--- config.mk ---
export PLATFORM = sky130hd
export DESIGN_NAME = st2110_video_depacketizer
export DESIGN_NICKNAME = d
export VERILOG_FILES = /design/src/hw/rtl/st2110vd_pkg.sv /design/src/hw/rtl/st2110_video_depacketizer.sv /design/src/hw/rtl/st2110vd_parser.sv /design/src/hw/rtl/st2110vd_color.sv /design/src/hw/rtl/st2110vd_serial.sv
export SDC_FILE = /design/constraint.sdc
export NUM_CORES = 2
export LEC_CHECK = 0
export ABC_AREA = 1
export BUFFER_PORTS_ARGS = -buffer_cell sky130_fd_sc_hd__buf_2
export CAP_MARGIN = 20
export CORE_MARGIN = 2
export CORE_UTILIZATION = 54
export CTS_BUF_LIST = sky130_fd_sc_hd__clkbuf_4 sky130_fd_sc_hd__clkbuf_8
export DETAILED_ROUTE_END_ITERATION = 8
export PLACE_DENSITY = 0.71
export REMOVE_ABC_BUFFERS = 1
export SYNTH_ARGS = -nofsm -noshare
export SYNTH_HDL_FRONTEND = slang
export SYNTH_SLANG_ARGS = --single-unit
--- constraint.sdc ---
create_clock -name clk -period 13.6 [get_ports clk]
set_input_delay 2.04 -clock clk [delete_from_list [all_inputs] [get_ports clk]]
set_output_delay 2.04 -clock clk [all_outputs]
set_load 0.005 [all_outputs]
--- src/hw/rtl/st2110vd_pkg.sv ---
// types and constants of the video depacketizer
`default_nettype none
package st2110vd_pkg;

  localparam logic [1:0] KIND_PIXEL  = 2'd0;
  localparam logic [1:0] KIND_FRAME  = 2'd1;
  localparam logic [1:0] KIND_REJECT = 2'd2;

  typedef struct packed {
    logic [7:0] payload_byte;
    logic       start_of_packet;
    logic       end_of_packet;
    logic       marker;
    logic       header_extension;
  } in_item_t;

  typedef struct packed {
    logic [1:0]  kind;
    logic [15:0] row;
    logic [15:0] column;
    logic [7:0]  red;
    logic [7:0]  green;
    logic [7:0]  blue;
    logic        last;
  } out_item_t;

  // results of one byte before color conversion
  typedef struct packed {
    logic        has_pix;
    logic        has_tail;
    logic [1:0]  tail_kind;
    logic [15:0] row;
    logic [15:0] col0;
    logic [9:0]  cb;
    logic [9:0]  y0;
    logic [9:0]  cr;
    logic [9:0]  y1;
  } raw_bundle_t;

  // results of one byte after color conversion
  typedef struct packed {
    logic        has_pix;
    logic        has_tail;
    logic [1:0]  tail_kind;
    logic [15:0] row;
    logic [15:0] col0;
    logic [15:0] col1;
    logic [7:0]  r0;
    logic [7:0]  g0;
    logic [7:0]  b0;
    logic [7:0]  r1;
    logic [7:0]  g1;
    logic [7:0]  b1;
  } res_bundle_t;

endpackage
`default_nettype wire

--- src/hw/rtl/st2110_video_depacketizer.sv ---
// ST 2110-20 depacketizer, 4:2:2 10-bit ycbcr pgroups to 8-bit rgb pixels
//
// in_*: one RTP payload byte per request with packet start/end flags and
//   the packet's marker and extension bits; valid/ready handshake.
// out_*: results (pixel, frame complete, packet rejected); last marks the
//   final result caused by one byte. A byte yields zero to three results.
// cfg_*: write of the interlaced bit, taken in the cycle of cfg_wr_en; it
//   also reloads the field countdown. Write it only while idle.
// The first result of a byte passes the parser, the color stage register
//   and the result register before it is shown on out_*.
// Throughput: one byte per cycle. The result register hands out one result
//   a cycle and the color stage holds one more byte's bundle, so the input
//   stalls only when result bytes arrive faster than their results drain.
// Reset clears the parse state, stops collection until the first marked
//   packet ends unrejected, and empties the pipeline. A stalled receiver
//   backs up through the result register and color stage to in_ready.
`default_nettype none
module st2110_video_depacketizer #(
  parameter int MAX_SEGMENTS = 3
) (
  input  wire logic                     clk,
  input  wire logic                     rst_n,
  input  wire logic                     cfg_wr_en,
  input  wire logic                     cfg_wr_data,
  input  wire logic                     in_valid,
  output logic                          in_ready,
  input  wire st2110vd_pkg::in_item_t   in_data,
  output logic                          out_valid,
  input  wire logic                     out_ready,
  output st2110vd_pkg::out_item_t       out_data
);

  logic                      fire;
  logic                      produce;
  logic                      res_valid;
  logic                      res_ready;
  st2110vd_pkg::raw_bundle_t raw;
  st2110vd_pkg::res_bundle_t res;

  assign fire = in_valid && in_ready;

  // byte parser
  st2110vd_parser #(
    .MAX_SEGMENTS(MAX_SEGMENTS)
  ) u_parser (
    .clk        (clk),
    .rst_n      (rst_n),
    .cfg_wr_en  (cfg_wr_en),
    .cfg_wr_data(cfg_wr_data),
    .fire       (fire),
    .item       (in_data),
    .produce    (produce),
    .bundle     (raw)
  );

  // color conversion stage
  st2110vd_color u_color (
    .clk      (clk),
    .rst_n    (rst_n),
    .load     (produce),
    .raw      (raw),
    .ready    (in_ready),
    .res_valid(res_valid),
    .res_ready(res_ready),
    .res      (res)
  );

  // result serializer
  st2110vd_serial u_serial (
    .clk      (clk),
    .rst_n    (rst_n),
    .res_valid(res_valid),
    .res_ready(res_ready),
    .res      (res),
    .out_valid(out_valid),
    .out_ready(out_ready),
    .out_data (out_data)
  );

endmodule
`default_nettype wire

--- src/hw/rtl/st2110vd_parser.sv ---
// packet parser: sequence number, row headers, pgroup assembly, frame counting
`default_nettype none
module st2110vd_parser #(
  parameter int MAX_SEGMENTS = 3
) (
  input  wire logic                      clk,
  input  wire logic                      rst_n,
  input  wire logic                      cfg_wr_en,
  input  wire logic                      cfg_wr_data,
  input  wire logic                      fire,
  input  wire st2110vd_pkg::in_item_t    item,
  output logic                           produce,
  output st2110vd_pkg::raw_bundle_t      bundle
);

  localparam int IDX_W = (MAX_SEGMENTS > 1) ? $clog2(MAX_SEGMENTS) : 1;

  typedef enum logic [1:0] {PH_SEQ, PH_HDR, PH_DATA, PH_IDLE} phase_t;

  phase_t      phase_r, phase_nxt;
  logic        interlaced_r, interlaced_nxt;
  logic        collecting_r, collecting_nxt;
  logic [1:0]  fields_left_r, fields_left_nxt;
  logic [15:0] byte_cnt_r, byte_cnt_nxt;
  logic [2:0]  grp_cnt_r, grp_cnt_nxt;
  logic [1:0]  seg_count_r, seg_count_nxt;
  logic [1:0]  seg_index_r, seg_index_nxt;
  logic [31:0] shift_r, shift_nxt;
  logic [15:0] col_r, col_nxt;
  logic        err_r, err_nxt;
  logic        more_r, more_nxt;
  logic [15:0] seg_len_r [MAX_SEGMENTS];
  logic [14:0] seg_row_r [MAX_SEGMENTS];
  logic [14:0] seg_off_r [MAX_SEGMENTS];
  logic [15:0] seg_len_nxt [MAX_SEGMENTS];
  logic [14:0] seg_row_nxt [MAX_SEGMENTS];
  logic [14:0] seg_off_nxt [MAX_SEGMENTS];

  // next-state logic for one accepted byte
  always_comb begin
    logic [7:0]  v;
    logic        do_start;
    logic [1:0]  start_from;
    logic        found;
    logic [1:0]  k;
    logic [14:0] r15;
    logic [39:0] grp;
    phase_nxt       = phase_r;
    interlaced_nxt  = interlaced_r;
    collecting_nxt  = collecting_r;
    fields_left_nxt = fields_left_r;
    byte_cnt_nxt    = byte_cnt_r;
    grp_cnt_nxt     = grp_cnt_r;
    seg_count_nxt   = seg_count_r;
    seg_index_nxt   = seg_index_r;
    shift_nxt       = shift_r;
    col_nxt         = col_r;
    err_nxt         = err_r;
    more_nxt        = more_r;
    seg_len_nxt     = seg_len_r;
    seg_row_nxt     = seg_row_r;
    seg_off_nxt     = seg_off_r;
    bundle          = '0;
    v          = item.payload_byte;
    do_start   = 1'b0;
    start_from = 2'd0;
    found      = 1'b0;
    k          = seg_count_r;
    r15        = '0;
    grp        = '0;

    // packet start clears parse state
    if (item.start_of_packet) begin
      phase_nxt     = PH_SEQ;
      byte_cnt_nxt  = '0;
      seg_count_nxt = '0;
      seg_index_nxt = '0;
      shift_nxt     = '0;
      err_nxt       = 1'b0;
      more_nxt      = 1'b0;
    end
    if (item.header_extension) begin
      err_nxt = 1'b1;
    end

    if (collecting_r && !err_nxt) begin
      k = seg_count_nxt;
      case (phase_nxt)
        PH_SEQ: begin
          byte_cnt_nxt = byte_cnt_nxt + 16'd1;
          if (byte_cnt_nxt >= 16'd2) begin
            phase_nxt    = PH_HDR;
            byte_cnt_nxt = '0;
          end
        end
        PH_HDR: begin
          if (32'(k) >= MAX_SEGMENTS) begin
            err_nxt = 1'b1;
          end else begin
            case (byte_cnt_nxt[2:0])
              3'd0: seg_len_nxt[k[IDX_W-1:0]][15:8] = v;
              3'd1: seg_len_nxt[k[IDX_W-1:0]][7:0]  = v;
              3'd2: seg_row_nxt[k[IDX_W-1:0]][14:8] = v[6:0];
              3'd3: seg_row_nxt[k[IDX_W-1:0]][7:0]  = v;
              3'd4: begin
                seg_off_nxt[k[IDX_W-1:0]][14:8] = v[6:0];
                more_nxt = v[7];
              end
              default: seg_off_nxt[k[IDX_W-1:0]][7:0] = v;
            endcase
            byte_cnt_nxt = byte_cnt_nxt + 16'd1;
            if (byte_cnt_nxt == 16'd6) begin
              seg_count_nxt = k + 2'd1;
              byte_cnt_nxt  = '0;
              if (more_nxt) begin
                if (32'(seg_count_nxt) >= MAX_SEGMENTS) begin
                  err_nxt = 1'b1;
                end
              end else begin
                do_start   = 1'b1;
                start_from = 2'd0;
              end
            end
          end
        end
        PH_DATA: begin
          if (seg_index_nxt >= seg_count_nxt) begin
            phase_nxt = PH_IDLE;
          end else begin
            grp          = {shift_nxt, v};
            shift_nxt    = grp[31:0];
            byte_cnt_nxt = byte_cnt_nxt + 16'd1;
            if (grp_cnt_nxt == 3'd4) begin
              grp_cnt_nxt = '0;
              r15 = seg_row_nxt[seg_index_nxt[IDX_W-1:0]];
              bundle.has_pix = 1'b1;
              bundle.row     = {1'b0, r15};
              if (interlaced_r) begin
                if (fields_left_r == 2'd2) begin
                  bundle.row = {r15, 1'b0};
                end else if (fields_left_r == 2'd1) begin
                  bundle.row = {r15, 1'b1};
                end
              end
              bundle.col0 = col_nxt;
              bundle.cb   = grp[39:30];
              bundle.y0   = grp[29:20];
              bundle.cr   = grp[19:10];
              bundle.y1   = grp[9:0];
              col_nxt     = col_nxt + 16'd2;
            end else begin
              grp_cnt_nxt = grp_cnt_nxt + 3'd1;
            end
            if (byte_cnt_nxt >= seg_len_nxt[seg_index_nxt[IDX_W-1:0]]) begin
              do_start   = 1'b1;
              start_from = seg_index_nxt + 2'd1;
            end
          end
        end
        default: ;
      endcase
    end

    // start the next nonempty segment
    if (do_start) begin
      phase_nxt     = PH_IDLE;
      seg_index_nxt = seg_count_nxt;
      for (int j = 0; j < MAX_SEGMENTS; j++) begin
        if (!found && 2'(j) >= start_from && 2'(j) < seg_count_nxt &&
            seg_len_nxt[j] != 16'd0) begin
          found         = 1'b1;
          phase_nxt     = PH_DATA;
          seg_index_nxt = 2'(j);
          byte_cnt_nxt  = '0;
          grp_cnt_nxt   = '0;
          shift_nxt     = '0;
          col_nxt       = {1'b0, seg_off_nxt[j]};
        end
      end
    end

    // end of packet: reject or count marker
    if (item.end_of_packet) begin
      if (err_nxt) begin
        bundle.has_tail  = 1'b1;
        bundle.tail_kind = st2110vd_pkg::KIND_REJECT;
      end else if (item.marker) begin
        if (collecting_r) begin
          if (fields_left_nxt != 2'd0) begin
            fields_left_nxt = fields_left_nxt - 2'd1;
          end
          if (fields_left_nxt == 2'd0) begin
            bundle.has_tail  = 1'b1;
            bundle.tail_kind = st2110vd_pkg::KIND_FRAME;
            fields_left_nxt  = interlaced_r ? 2'd2 : 2'd1;
          end
        end
        collecting_nxt = 1'b1;
      end
      phase_nxt = PH_IDLE;
    end
  end

  assign produce = fire && (bundle.has_pix || bundle.has_tail);

  // state registers
  always_ff @(posedge clk) begin
    if (!rst_n) begin
      phase_r       <= PH_SEQ;
      interlaced_r  <= 1'b0;
      collecting_r  <= 1'b0;
      fields_left_r <= 2'd1;
      byte_cnt_r    <= '0;
      grp_cnt_r     <= '0;
      seg_count_r   <= '0;
      seg_index_r   <= '0;
      shift_r       <= '0;
      col_r         <= '0;
      err_r         <= 1'b0;
      more_r        <= 1'b0;
    end else if (cfg_wr_en) begin
      interlaced_r  <= cfg_wr_data;
      fields_left_r <= cfg_wr_data ? 2'd2 : 2'd1;
    end else if (fire) begin
      phase_r       <= phase_nxt;
      collecting_r  <= collecting_nxt;
      fields_left_r <= fields_left_nxt;
      byte_cnt_r    <= byte_cnt_nxt;
      grp_cnt_r     <= grp_cnt_nxt;
      seg_count_r   <= seg_count_nxt;
      seg_index_r   <= seg_index_nxt;
      shift_r       <= shift_nxt;
      col_r         <= col_nxt;
      err_r         <= err_nxt;
      more_r        <= more_nxt;
    end
    if (fire) begin
      seg_len_r <= seg_len_nxt;
      seg_row_r <= seg_row_nxt;
      seg_off_r <= seg_off_nxt;
    end
  end

endmodule
`default_nettype wire

--- src/hw/rtl/st2110vd_color.sv ---
// input stage register and ycbcr to rgb conversion of both pixels
`default_nettype none
module st2110vd_color (
  input  wire logic                        clk,
  input  wire logic                        rst_n,
  input  wire logic                        load,
  input  wire st2110vd_pkg::raw_bundle_t   raw,
  output logic                             ready,
  output logic                             res_valid,
  input  wire logic                        res_ready,
  output st2110vd_pkg::res_bundle_t        res
);

  logic                      b1_valid_r;
  st2110vd_pkg::raw_bundle_t b1_r;

  // q12 sum scaled down by 16384 and clamped
  function automatic logic [7:0] to8(input logic signed [25:0] q);
    logic [11:0] s;
    s = q[25:14];
    if (q[25]) begin
      to8 = 8'd0;
    end else if (s > 12'd255) begin
      to8 = 8'd255;
    end else begin
      to8 = s[7:0];
    end
  endfunction

  function automatic logic [23:0] conv(input logic [9:0] y, input logic [9:0] cb,
                                       input logic [9:0] cr);
    logic signed [25:0] yd, cbd, crd, r, g, b;
    yd  = $signed({16'd0, y})  - 26'sd64;
    cbd = $signed({16'd0, cb}) - 26'sd512;
    crd = $signed({16'd0, cr}) - 26'sd512;
    r = 26'sd4768 * yd + 26'sd7344 * crd;
    g = 26'sd4768 * yd - 26'sd2187 * crd - 26'sd872 * cbd;
    b = 26'sd4768 * yd + 26'sd8663 * cbd;
    conv = {to8(r), to8(g), to8(b)};
  endfunction

  assign ready     = !b1_valid_r || res_ready;
  assign res_valid = b1_valid_r;

  // stage register
  always_ff @(posedge clk) begin
    if (!rst_n) begin
      b1_valid_r <= 1'b0;
    end else if (ready) begin
      b1_valid_r <= load;
    end
    if (ready && load) begin
      b1_r <= raw;
    end
  end

  // color math on the registered bundle
  always_comb begin
    logic [23:0] p0, p1;
    p0 = conv(b1_r.y0, b1_r.cb, b1_r.cr);
    p1 = conv(b1_r.y1, b1_r.cb, b1_r.cr);
    res.has_pix   = b1_r.has_pix;
    res.has_tail  = b1_r.has_tail;
    res.tail_kind = b1_r.tail_kind;
    res.row       = b1_r.row;
    res.col0      = b1_r.col0;
    res.col1      = b1_r.col0 + 16'd1;
    res.r0 = p0[23:16];
    res.g0 = p0[15:8];
    res.b0 = p0[7:0];
    res.r1 = p1[23:16];
    res.g1 = p1[15:8];
    res.b1 = p1[7:0];
  end

endmodule
`default_nettype wire

--- src/hw/rtl/st2110vd_serial.sv ---
// result register that hands out up to three results of one byte in order
`default_nettype none
module st2110vd_serial (
  input  wire logic                        clk,
  input  wire logic                        rst_n,
  input  wire logic                        res_valid,
  output logic                             res_ready,
  input  wire st2110vd_pkg::res_bundle_t   res,
  output logic                             out_valid,
  input  wire logic                        out_ready,
  output st2110vd_pkg::out_item_t          out_data
);

  logic                      valid_r;
  logic [1:0]                idx_r;
  st2110vd_pkg::res_bundle_t held_r;
  logic                      at_last;

  // last result of the held bundle
  always_comb begin
    if (held_r.has_pix) begin
      at_last = held_r.has_tail ? (idx_r == 2'd2) : (idx_r == 2'd1);
    end else begin
      at_last = 1'b1;
    end
  end

  assign res_ready = !valid_r || (out_ready && at_last);
  assign out_valid = valid_r;

  // select current result
  always_comb begin
    out_data      = '0;
    out_data.last = at_last;
    if (held_r.has_pix && idx_r == 2'd0) begin
      out_data.kind   = st2110vd_pkg::KIND_PIXEL;
      out_data.row    = held_r.row;
      out_data.column = held_r.col0;
      out_data.red    = held_r.r0;
      out_data.green  = held_r.g0;
      out_data.blue   = held_r.b0;
    end else if (held_r.has_pix && idx_r == 2'd1) begin
      out_data.kind   = st2110vd_pkg::KIND_PIXEL;
      out_data.row    = held_r.row;
      out_data.column = held_r.col1;
      out_data.red    = held_r.r1;
      out_data.green  = held_r.g1;
      out_data.blue   = held_r.b1;
    end else begin
      out_data.kind = held_r.tail_kind;
    end
  end

  always_ff @(posedge clk) begin
    if (!rst_n) begin
      valid_r <= 1'b0;
      idx_r   <= '0;
    end else if (res_ready) begin
      valid_r <= res_valid;
      idx_r   <= '0;
    end else if (out_ready) begin
      idx_r <= idx_r + 2'd1;
    end
    if (res_ready && res_valid) begin
      held_r <= res;
    end
  end

endmodule
`default_nettype wire

* Yosys cells after proc, flatten, opt, wreduce, memory -nomap -nowiden
Cells that the tools add are included.
** Operators by class
- $add $sub $neg :: 20
- Multipliers :: 6
- Order comparisons :: 20
- Eq/ne operators :: 13
- Mux-type cells :: 152
- Bitwise gates (word level) :: 13
- Reductions and logical operators :: 47
** Operators by type and width (number)
- 16-bit two-way mux :: 23
- 32-bit two-way mux :: 8
- 45-bit bitwise mux :: 4
- 45-bit one-hot mux with 2 select lines :: 2
- 48-bit two-way mux :: 3
- 45-bit two-way mux :: 3
- 26-bit adder :: 4
- 26-bit subtractor :: 4
- 48-bit bitwise mux :: 2
- 48-bit one-hot mux with 2 select lines :: 1
- 12-bit by 8-bit greater-than comparator with 1-bit output (second input constant) :: 6
- 2-bit two-way mux :: 35
- 16-bit demux with 2-bit select :: 2
- 8-bit two-way mux :: 8
- 15-bit demux with 2-bit select :: 2
- 15-bit two-way mux :: 4
- 58-bit two-way mux :: 1
- 56-bit two-way mux :: 1
- 9-bit by 26-bit multiplier with 21-bit output (first input constant) :: 2
- 16-bit one-hot mux with 3 select lines :: 1
- 16-bit nonzero test :: 3
- 3-bit two-way mux :: 13
- 1-bit two-way mux :: 35
- 16-bit by 1-bit adder with 16-bit output (second input constant) :: 2
- other kinds (44) :: 102
** Word-level totals
- Register bits after elaboration :: 397
- Word-level logic and storage cells :: 318

* Logic depth before layout (Yosys ltp)
- Depth in word-level cells :: 28
- Gate-level depth with buffers :: 39

* By module
From an unflattened synthesis, not the netlist that was laid out.
** Second synthesis, totals
- Cell total of the unflattened synthesis :: 5508
- Area, all modules :: 41907.7 sq um
** Modules (own cells, without submodules)
- st2110vd_color :: times used 1, cells an instance 3135, area an instance 23417.5 sq um, sequential area each 2302.2 sq um
- st2110vd_parser :: times used 1, cells an instance 2067, area an instance 14433.8 sq um, sequential area each 5725.5 sq um
- st2110vd_serial :: times used 1, cells an instance 304, area an instance 4048.9 sq um, sequential area each 3062.9 sq um
- st2110_video_depacketizer :: times used 1, cells an instance 2, area an instance 7.5 sq um, sequential area each 0.0 sq um

* Worst setup path before layout
Ideal clock, no wire load.
- Path type :: reg2reg
- From :: register u_color.b1_r[19] (netlist bit)
- To :: register u_serial.held_r[39] (netlist bit), data pin
- Data arrival time :: 7.749 ns
- Data required time :: 13.328 ns
- Path slack :: 5.579 ns
- Stages on the path, launching flop included :: 36
- Clock period less this slack :: 8.021 ns
- Path through :: edfxtp_1 clkbuf_1 inv_1 ha_1 inv_1 ha_1 fa_1 ha_1 inv_1 fa_1 inv_1 ha_1 nand2_1 o21ai_0 a21o_1 a31oi_1 o21ai_0 nand2_1 a21oi_1 nand3_1 nand2_1 xor2_1 inv_1 fa_1 inv_1 ha_1 nand2_1 nor4_1 nand3_1 nand3_1 nand2_1 nand2_1 a21oi_1 xnor2_1 xor2_1 nor2_1
** Between the ends
- Longest elaborated chain between the ends :: 6
** Ends and longest elaborated chain
- start: declaration :: line st2110vd_color.sv:15 : st2110vd_pkg::raw_bundle_t b1_r;
- start signal: assignment :: line st2110vd_color.sv:53 : b1_r <= raw;
- 10-bit by 10-bit subtractor with 11-bit output (*) :: line st2110vd_color.sv:35 : crd = $signed({16'd0, cr}) - 26'sd512;
- 13-bit by 26-bit multiplier with 26-bit output (*) :: line st2110vd_color.sv:37 : g = 26'sd4768 * yd - 26'sd2187 * crd - 26'sd872 * cbd;
- 26-bit subtractor (*) (2 in series) :: line st2110vd_color.sv:37
- 12-bit by 8-bit greater-than comparator with 1-bit output :: line st2110vd_color.sv:23 : end else if (s > 12'd255) begin
- 8-bit two-way mux :: line st2110vd_color.sv:23
- end signal: assignment :: line st2110vd_serial.sv:65 : held_r <= res;
- end: declaration :: line st2110vd_serial.sv:16 : st2110vd_pkg::res_bundle_t held_r;
Every way passes the cells marked *; elsewhere a longest branch is shown, timed or not.
A chain may end at the register's enable or synchronous reset.

* Worst setup path in the final report
- From :: register u_color.b1_r[39] (netlist bit)
- To :: register u_serial.held_r[29] (netlist bit), data pin
** Between the ends
- Longest elaborated chain between the ends :: 5
** Ends and longest elaborated chain
- 10-bit by 10-bit subtractor with 11-bit output (*) :: line st2110vd_color.sv:34 : cbd = $signed({16'd0, cb}) - 26'sd512;
- 15-bit by 26-bit multiplier with 26-bit output (*) :: line st2110vd_color.sv:38 : b = 26'sd4768 * yd + 26'sd8663 * cbd;
- 26-bit adder (*) :: line st2110vd_color.sv:38
- 12-bit by 8-bit greater-than comparator with 1-bit output :: line st2110vd_color.sv:23
- 8-bit two-way mux :: line st2110vd_color.sv:23
Marks and branches as above.

==> flow_summary_export.csv <==
group,metric,value,unit
outcome,status,"completed",
yosys,netlist_instances,4841,
pwr,p_seq_share,25.7,%
pwr,internal_power,2.99,mW
pwr,p_total,5.45,mW
place,port_buffers,78,
global_routing,antenna_found_initial,0,
floorplan,rows,98,
pwr,ir_drop,0.0937,mV
pwr,p_per_area,132,mW/mm²
sta,fmax,118,MHz
detailed_routing,antenna_left,0,
final_layout,layout_commonest_cell,"nand2_1",
global_routing,grt_usage,29.3,%
sta,maxSlewViolCount,0,
sta,max_slew_margin,34.6,%
detailed_routing,wl_per_cell,18.4,µm
global_routing,grt_max_degree,77,
yosys,synth_flop_cell,"edfxtp_1",
detailed_routing,drt-initial-drc-count,2630,
final_layout,final_util,58.1,%
place,hpwl,86.6,mm
detailed_routing,firstDrtPassIters,6,
yosys,synth_enable_flop_cells,314,
worst_setup_path,cp_slowest_cell,"edfxtp_1",
sta,hold_violations,0,
floorplan,die_h,272,µm
cts,clock_latency,700,ps
cts,cts_hold_buf,0,
sta,finalClockSkew,64.5,ps
cts,clockBufferDepth,3,
run,drv_cap,0,
pwr,leakage,19.7,nW
cts,numCtsBuffers,69,
floorplan,dieArea,0.0739,mm²
worst_setup_path,end_kind,"flop",
sta,layout_min_cycle_time,8460,ps
min_path,hold_class,"reg -> reg",
worst_setup_path,worstSetupPathType,"reg -> reg",
global_routing,grt_pass1_vias,31500,
global_routing,grt_pass1_wl,171,mm
pwr,p_clk_share,20.8,%
floorplan,start_util,54.4,%
floorplan,pin_count,79,
cts,cts_tree,"built",
detailed_routing,wirelength,109,mm
yosys,synth-seq-cells,397,
floorplan,dieWidth,272,µm
pwr,switching_share,45.2,%
yosys,async_flop_share,0,%
worst_setup_path,crit_top_cell,"inv_1",
cts,h-tree-depth,3,
sta,timing.final.crit_share,62.2,%
detailed_routing,vias_per_cell,5.49,
final_layout,mostFrequentLayoutCells,"851 x nand2_1, 793 x inv_1, 510 x ha_1, 501 x nor2_1, 379 x a21oi_1",
cts,cts_setup_buffers,0,
final_layout,nets,5604,
cts,cts_root_buf,"clkbuf_8",
sta,layout_setup_ws,5140,ps
worst_setup_path,crit_fanout,20,
worst_setup_path,crit_path_start_kind,"flop",
global_routing,grt.overflow.total,0,
yosys,ys_warn_count,0,
cts,clkTransAtPathRegs,80,ps
worst_setup_path,required,13990,ps
sta,tightest_slew,982,ps
detailed_routing,num_vias,32400,
yosys,synth_area,0.0387,mm²
detailed_routing,drcViolationCount,0,
worst_setup_path,critical_path_arrival,8850,ps
worst_setup_path,critPathMaxStageDelay,710,ps
floorplan,core_area,0.0712,mm²
cts,cts.repair.resized,0,
cts,cts.sinks,397,
final_layout,drive_gt1_share,5.92,%
pwr,p_switching,2.46,mW
place,dp_slack,5250,ps
yosys,synth_area_per_cell,8.00,µm²
final_layout,antenna_cells,0,
sta,rsz0062_at_grt,"no",
final_layout,area_delta_synth_final,6.87,%
place,gp_congestion,0.984,
yosys,synthDistinctLibCells,63,
final_layout,nFillCells,6509,
sta,finalSetupTns,0,ps
yosys,yosysSeqAreaShare,28.6,%
pwr,p_comb_share,53.5,%
sta,final-setup-viol-count,0,
-- power groups by stage --
stage	Clock (mW)	Sequential, mW	Combinational (mW)
after floorplan	0	1.42	2.07
after global placement	0	1.42	2.85
after detailed placement	0	1.42	2.85
after CTS	1.15	1.40	2.87
after global routing	1.20	1.40	3.23
final	1.14	1.40	2.91
-- worst max-delay path, delay by kind of cell, from the launching register on --
| family | cells | cell delay [ps] |
|---|---|---|
| XOR/XNOR | 2 | 280 |
| buffers and inverters | 7 | 960 |
| AO/OA/AOI/OAI | 9 | 1840 |
| adder cells (fa/ha/maj) | 7 | 3020 |
| flip-flops | 1 | 710 |
| AND/OR/NAND/NOR | 6 | 1370 |
-- state kept, by name (all words and copies together) (netlist names), 2 cells and up --
signal / count
u_color.res: 36
u_serial.idx_r: 2
u_parser.col_r: 16
u_parser.phase_r: 2
u_parser.byte_cnt_r: 16
u_parser.seg_row_r: 45
u_color.b1_r: 40
u_parser.fields_left_r: 2
u_parser.seg_len_r: 48
u_parser.shift_r: 32
u_serial.held_r: 100
u_parser.seg_count_r: 2
u_parser.seg_off_r: 45
u_parser.grp_cnt_r: 3
u_parser.seg_index_r: 2
-- cell families after synthesis --
logic type      after synthesis  synth area share (%)
buf+inv                     933                  9.31
simple gates               1707                  18.5
compound gates              887                  12.5
xor+xnor                    224                  5.07
fa+ha+maj                   693                  25.9
flops                       397                  28.6
-- path summary, 6_finish.rpt --
kind	slack, ps	start	endpoint	cells past startpoint
max	5140	u_color.b1_r[39]$_SDFFCE_PP0P_	u_serial.held_r[29]$_SDFFCE_PP0P_	31
min	420	u_color.res[97]$_SDFFCE_PN0P_	u_serial.held_r[97]$_DFFE_PP_	0
max reg2reg	5140	u_color.b1_r[39]$_SDFFCE_PP0P_	u_serial.held_r[29]$_SDFFCE_PP0P_	31
min reg2reg	420	u_color.res[97]$_SDFFCE_PN0P_	u_serial.held_r[97]$_DFFE_PP_	0
-- layer usage --
layer,part of all wire (%),global-route usage (%),vias to the layer above
li1,-,-,16100
met1,42,37.3,15100
met2,49,51.4,965
met3,4.9,3.29,208
met4,3.9,11.0,0
met5,0,0,-
-- stage by stage --
| step | area (µm²) | cells | hold WS [ps] |
|---|---|---|---|
| 3_3_place_gp | 39900 | 5771 | 402 |
| 4_1_cts | 41400 | 5895 | 415 |
| 3_5_place_dp | 39900 | 5771 | 405 |
| 5_1_grt | 41400 | 5896 | 425 |
| 2_1_floorplan | 38200 | 4721 | 400 |
| 6_report | 41400 | 5896 | 415 |
-- layout make-up --
cell class | count | area, µm² | share of cell area (%)
Timing Repair Buffer | 101 | 583 | 1.41
Inverter | 813 | 3060 | 7.40
Clock inverter | 26 | 211 | 0.511
Sequential cell | 397 | 11100 | 26.8
Multi-Input combinational cell | 3511 | 24100 | 58.1
Clock buffer | 98 | 1190 | 2.88
Tap cell | 950 | 1190 | 2.87
-- cell usage after synthesis (10+ instances only) --
master / count / area share, %
inv_2: 14 / 0.14
nor2_2: 10 / 0.16
nor3_1: 38 / 0.49
a21o_1: 12 / 0.23
o21a_1: 18 / 0.35
o21ai_1: 22 / 0.28
nor2_1: 505 / 4.9
o21ai_0: 319 / 4.1
nand4_1: 34 / 0.55
edfxtp_1: 314 / 24
clkbuf_1: 89 / 0.86
o211ai_1: 22 / 0.43
xnor2_1: 67 / 1.5
buf_2: 13 / 0.17
nand2_1: 851 / 8.2
dfxtp_1: 83 / 4.3
o22ai_1: 10 / 0.16
xor2_1: 157 / 3.6
o21bai_1: 18 / 0.35
a21oi_1: 379 / 4.9
nor4_1: 13 / 0.21
inv_1: 795 / 7.7
ha_1: 510 / 16
a31oi_1: 27 / 0.44
nand3_1: 200 / 2.6
or2_2: 12 / 0.19
fa_1: 183 / 9.5
Note: power is estimated with default switching activity, not from simulation.
